## src/hdl/adam_sqrt_pipe.sv

```systemverilog
// adam_sqrt_pipe: pipelined digit-by-digit integer root of x * 2^QW,
// one root bit per stage, tag travels with the data; no dependencies
module adam_sqrt_pipe #(
    parameter int QW = 32,
    parameter int TW = 1
) (
    input  logic          clk,
    input  logic          rst_n,
    input  logic          en,
    input  logic [QW-1:0] x,
    input  logic [TW-1:0] tag_in,
    output logic [QW-1:0] root,
    output logic [TW-1:0] tag_out
);

    localparam int RW = QW + 2;

    logic [RW-1:0] rem_reg  [0:QW-1];
    logic [QW-1:0] root_reg [0:QW-1];
    logic [QW-1:0] xs_reg   [0:QW-1];
    logic [TW-1:0] tag_reg  [0:QW-1];

    for (genvar i = 0; i < QW; i++)
    begin : g_stage
        logic [RW-1:0] rem_in;
        logic [QW-1:0] root_in;
        logic [QW-1:0] xs_in;
        logic [TW-1:0] tag_src;
        logic [RW+1:0] remp;
        logic [RW+1:0] trial;
        logic [RW+1:0] diff;
        logic          ge;

        if (i == 0)
        begin : g_first
            assign rem_in  = '0;
            assign root_in = '0;
            assign xs_in   = x;
            assign tag_src = tag_in;
        end
        else
        begin : g_next
            assign rem_in  = rem_reg[i-1];
            assign root_in = root_reg[i-1];
            assign xs_in   = xs_reg[i-1];
            assign tag_src = tag_reg[i-1];
        end

        assign remp  = {rem_in, xs_in[QW-1:QW-2]};
        assign trial = (RW+2)'({root_in, 2'b01});
        assign diff  = remp - trial;
        assign ge    = remp >= trial;

        always_ff @(posedge clk or negedge rst_n)
        begin
            if (!rst_n)
            begin
                tag_reg[i] <= '0;
            end
            else if (en)
            begin
                tag_reg[i] <= tag_src;
            end
        end

        always_ff @(posedge clk)
        begin
            if (en)
            begin
                rem_reg[i]  <= ge ? diff[RW-1:0] : remp[RW-1:0];
                root_reg[i] <= {root_in[QW-2:0], ge};
                xs_reg[i]   <= {xs_in[QW-3:0], 2'b00};
            end
        end
    end

    assign root    = root_reg[QW-1];
    assign tag_out = tag_reg[QW-1];

endmodule

```

## config.mk

```make
export PLATFORM = sky130hd
export DESIGN_NAME = adam_sqrt_pipe
export DESIGN_NICKNAME = d
export VERILOG_FILES = /design/src/hdl/adam_sqrt_pipe.sv
export SDC_FILE = /design/constraint.sdc
export NUM_CORES = 2
export LEC_CHECK = 0
export ABC_AREA = 1
export BUFFER_PORTS_ARGS = -buffer_cell sky130_fd_sc_hd__buf_2
export CORE_AREA = 4 4 685 687
export CTS_CLUSTER_DIAMETER = 200
export DETAILED_ROUTE_END_ITERATION = 12
export DIE_AREA = 0 0 689 691
export GPL_ROUTABILITY_DRIVEN = 0
export SLEW_MARGIN = 10
export SYNTH_ARGS = -nofsm -noshare
export SYNTH_HDL_FRONTEND = slang
export SYNTH_SLANG_ARGS = --single-unit
export TNS_END_PERCENT = 5
```

## constraint.sdc

```tcl
create_clock -name clk -period 4.2 [get_ports clk]
set_clock_uncertainty 0.15 [all_clocks]
set_input_delay 0.42 -clock clk [delete_from_list [all_inputs] [get_ports clk]]
set_output_delay 0.42 -clock clk [all_outputs]
set_load 0.05 [all_outputs]
```

==> flow_metrics.env <==
export IMPL_status="complete, no violations"
export IMPL_drtIter0Drc=7982
export IMPL_postSynthNetCount=15300
export IMPL_netlist_top_cell_by_area="sky130_fd_sc_hd__edfxtp_1"
export IMPL_global_route_wire_length_before_repair_mm=488
export IMPL_routed_wl_mm=313
export IMPL_core_um2=463000
export IMPL_hold_violations_final=0
export IMPL_die_width_um=689
export IMPL_ys_ff_latch=1788
export IMPL_yosys_mux_area_fraction_pct=0.0195
export IMPL_part_of_the_power_in_the_clock_network_pct=30.3
export IMPL_fraction_of_post_synthesis_cell_area_in_the_top_cell_type_by_area_pct=45.7
export IMPL_finalCritPeriodShare_pct=78.1
export IMPL_drv_cap=0
export IMPL_number_of_buffers_added_by_the_clock_tree_synthesis_step=200
export IMPL_overall_die_area_um2=476000
export IMPL_comb_power_share_pct=27.9
export IMPL_synth_area_per_cell_um2=7.82
export IMPL_grt_overflow_total=0
export IMPL_pwr_share_seq_pct=41.8
export IMPL_yosys_area_share_xor_xnor_pct=3.25
export IMPL_cts_sink_count=1788
export IMPL_routed_via_density=4.40
export IMPL_power_density_nw_per_um2=456
export IMPL_synthSimpleGateAreaFrac_pct=29.5
export IMPL_num_nets_final=15600
export IMPL_floorplan_rows=250
export IMPL_netlist_instances=14800
export IMPL_htreeDepth=4
export IMPL_synth_top_cells_by_area="sky130_fd_sc_hd__edfxtp_1, sky130_fd_sc_hd__nand2_1, sky130_fd_sc_hd__inv_1"
export IMPL_layout_filler_cells=49800
export IMPL_p_sw_share_pct=34.9
export IMPL_floorplan_initialDensity_pct=24.9
export IMPL_synth_compound_area_share_pct=5.03
export IMPL_drt_drc_violations_left=0
export IMPL_totalNegativeSetupSlack_ns=0
export IMPL_cts_root_buf="sky130_fd_sc_hd__clkbuf_16"
export IMPL_antenna_found_initial=1
export IMPL_detailedPlace_worstSlack_ns=1.01
export IMPL_via_count=93800
export IMPL_cts_tree="done"
export IMPL_post_route_cells_drive_above_1_share_pct=5.00
export IMPL_synth_sequential_area_ratio_pct=46.4
export IMPL_post_synth_fa_ha_maj_area_fraction_pct=6.02
export IMPL_synth_top_family_by_area="simple AND/OR/NAND/NOR gates"
export IMPL_worst_slew_pin_transition_ns=0.874
export IMPL_ys_warnings_count=0
export IMPL_port_buffer_count=68
export IMPL_combined_area_of_all_synthesized_cells_um2=115000
export IMPL_net_switching_power_w=0.0207
export IMPL_worst_setup_hold_path_clk_slew_ns=0.06
export IMPL_critical_path_required_ns=4.60
export IMPL_firstDrtPassIters=9
export IMPL_post_dp_hpwl_mm=249
export IMPL_post_route_worst_setup_slack_ns=0.919
export IMPL_via_count_of_the_first_global_routing_pass=88700
export IMPL_grt_max_degree=124
export IMPL_yosysUniqueCellTypes=65
export IMPL_grt_total_usage_pct=12.7
export IMPL_crit_arrival_ns=3.68
export IMPL_drt_wirelength_per_cell_um=14.7
export IMPL_die_height_um=691
export IMPL_max_clock_freq_mhz=305
export IMPL_post_cts_buffers=0
export IMPL_clock_latency_of_the_later_clocked_register_in_the_worst_skew_pair_ns=0.93
export IMPL_area_taken_by_multi_input_logic_gates_um2=50500
export IMPL_num_io_pins=69
export IMPL_setup_violations_final=0
export IMPL_seq_area_um2=53500
export IMPL_slew_headroom_pct=41.6
export IMPL_largest_register_ff_count=988
export IMPL_final_min_clock_period_ns=3.28
export IMPL_worstPathMaxFanout=39
export IMPL_regToRegSetupSlack_ns=0.92
export IMPL_report_final_slew_viol_count=0
export IMPL_area_growth_synth_to_final_pct=12.7
export IMPL_p_leak_nw=59.6
export IMPL_worstSetupPathType="flop to flop"
export IMPL_crit_path_start_kind="flop"
export IMPL_p_int_w=0.0385
export IMPL_grt_setup_unrepaired="false"
export IMPL_hold_path_class="input pin to flop"
export IMPL_route_antenna_remaining_nets=0
export IMPL_ir_drop_mv=0.424
export IMPL_cts_path_max_buffers=4
export IMPL_crit_path_end_kind="flop"
## worst max-delay path: stages, from the launching register on
cell                       delay [ns]
sky130_fd_sc_hd__edfxtp_1        0.46
sky130_fd_sc_hd__ha_1            0.28
sky130_fd_sc_hd__fa_1            0.42
sky130_fd_sc_hd__nand2_1         0.08
sky130_fd_sc_hd__nand2_1         0.07
sky130_fd_sc_hd__nand3_1         0.07
sky130_fd_sc_hd__nand2_1         0.11
sky130_fd_sc_hd__nand2_1         0.10
sky130_fd_sc_hd__nand2_1         0.10
sky130_fd_sc_hd__nand2_2         0.11
sky130_fd_sc_hd__nand3_2         0.31
sky130_fd_sc_hd__inv_2           0.11
sky130_fd_sc_hd__buf_4           0.38
sky130_fd_sc_hd__o21ai_0         0.14
## Yosys cell counts (all sizes together)
cell type  count
nor3         264
nor3b         17
o21a           6
mux2           2
dfrtp         32
a21boi        10
a31oi          4
nor4          16
nand2b         1
or3            1
o211ai        14
nand3b       114
fa            15
nand3        840
and3          23
nand4        237
xnor2        139
o21ai        382
edfxtp      1756
and2          70
inv         2699
a211oi         1
or2           48
o2111ai        3
a21oi        576
a21o           6
a31o           1
clkinv         2
xor2         289
clkbuf         8
nand2       5164
o21bai        27
conb           1
nor2        1329
ha           531
o31ai          1
buf          124
## cell usage in the layout (no fill, tap or decap), types with 23 or more instances in the layout
cell,n
sky130_fd_sc_hd__a21oi_1,478
sky130_fd_sc_hd__a21oi_2,98
sky130_fd_sc_hd__and2_1,69
sky130_fd_sc_hd__and3_1,23
sky130_fd_sc_hd__buf_2,67
sky130_fd_sc_hd__bufinv_16,23
sky130_fd_sc_hd__clkbuf_16,205
sky130_fd_sc_hd__clkinv_1,29
sky130_fd_sc_hd__clkinv_2,36
sky130_fd_sc_hd__dfrtp_1,32
sky130_fd_sc_hd__dlygate4sd3_1,53
sky130_fd_sc_hd__edfxtp_1,1756
sky130_fd_sc_hd__ha_1,531
sky130_fd_sc_hd__inv_1,2661
sky130_fd_sc_hd__inv_2,31
sky130_fd_sc_hd__nand2_1,5110
sky130_fd_sc_hd__nand2_2,39
sky130_fd_sc_hd__nand3_1,818
sky130_fd_sc_hd__nand3b_1,113
sky130_fd_sc_hd__nand4_1,236
sky130_fd_sc_hd__nor2_1,1288
sky130_fd_sc_hd__nor2_2,32
sky130_fd_sc_hd__nor3_1,251
sky130_fd_sc_hd__o21ai_0,298
sky130_fd_sc_hd__o21ai_1,70
sky130_fd_sc_hd__o21bai_1,26
sky130_fd_sc_hd__or2_2,43
sky130_fd_sc_hd__xnor2_1,139
sky130_fd_sc_hd__xor2_1,289
## final timing paths
check	from	endpoint	cells after the start
worst max-delay path	rem_reg[17][0]	rem_reg[18][6]	13
worst min-delay path	x[11]	xs_reg[0][11]	2
worst max register to register	rem_reg[17][0]	rem_reg[18][6]	13
worst min register to register	xs_reg[0][321]	xs_reg[0][353]	0
max in group asynchronous	rst_n	g_stage[19].tag_src	4
min in group asynchronous	rst_n	g_stage[31].tag_src	4
## per-layer routing
| metal | track usage (%) | routed length [um] | share of wire [%] | vias up |
|---|---|---|---|---|
| li1 | - | - | - | 47600 |
| met1 | 16.3 | 135000 | 43 | 42900 |
| met2 | 22.1 | 150000 | 48 | 2691 |
| met3 | 1.49 | 17300 | 5.5 | 609 |
| met4 | 4.36 | 11600 | 3.7 | 0 |
| met5 | 0 | 0 | 0 | - |
## kinds of logic (layout without fill, tap and decap cells)
group	Yosys count	count (layout)
AO/OA/AOI/OAI	1031	1031
XOR/XNOR	428	428
adder cells (fa/ha/maj)	546	546
buffers and inverters	2833	3217
flip-flops	1788	1788
multiplexers	2	2
other	1	4
AND/OR/NAND/NOR	8124	8124
## power by group through the flow
stage	clock, W	sequential [W]	combinational [W]
floorplan	0	0.0240	0.0120
detailed placement	0	0.0251	0.0162
finish	0.0180	0.0247	0.0165
global route	0.0193	0.0249	0.0188
global placement	0	0.0251	0.0161
CTS	0.0185	0.0247	0.0163
## through the flow
step / std cells / instance area (um2) / power (W) / hold slack [ns] / utilization [%]
after floorplan: 14800 / 115000 / 0.0360 / -0.0256 / -
after global placement: 20900 / 123000 / 0.0412 / 0.251 / 26.5
after detailed placement: 20900 / 123000 / 0.0413 / 0.255 / 26.5
after CTS: 21300 / 130000 / 0.0596 / 0.000962 / 28.1
after global routing: 21300 / 130000 / 0.0630 / 0.0388 / 28.1
final: 21300 / 130000 / 0.0592 / 0.0921 / 28.1
## cell type report
cell class              count  area share (%)
flip-flops and latches   1788            41.2
multi-input cells       10100            38.8
inverters                2701            7.81
well taps                6174            5.94
clock buffers             227            4.03
clock inverters           132            1.13
repair buffers            157            1.05
diodes                      3         0.00578
## what timing repair did
item,CTS,global route
gates resized for setup,0,0
hold buffers,54,0
setup endpoints to repair,0,0
endpoints found under the hold margin,153,0
Power figures use the tool's default switching activity.
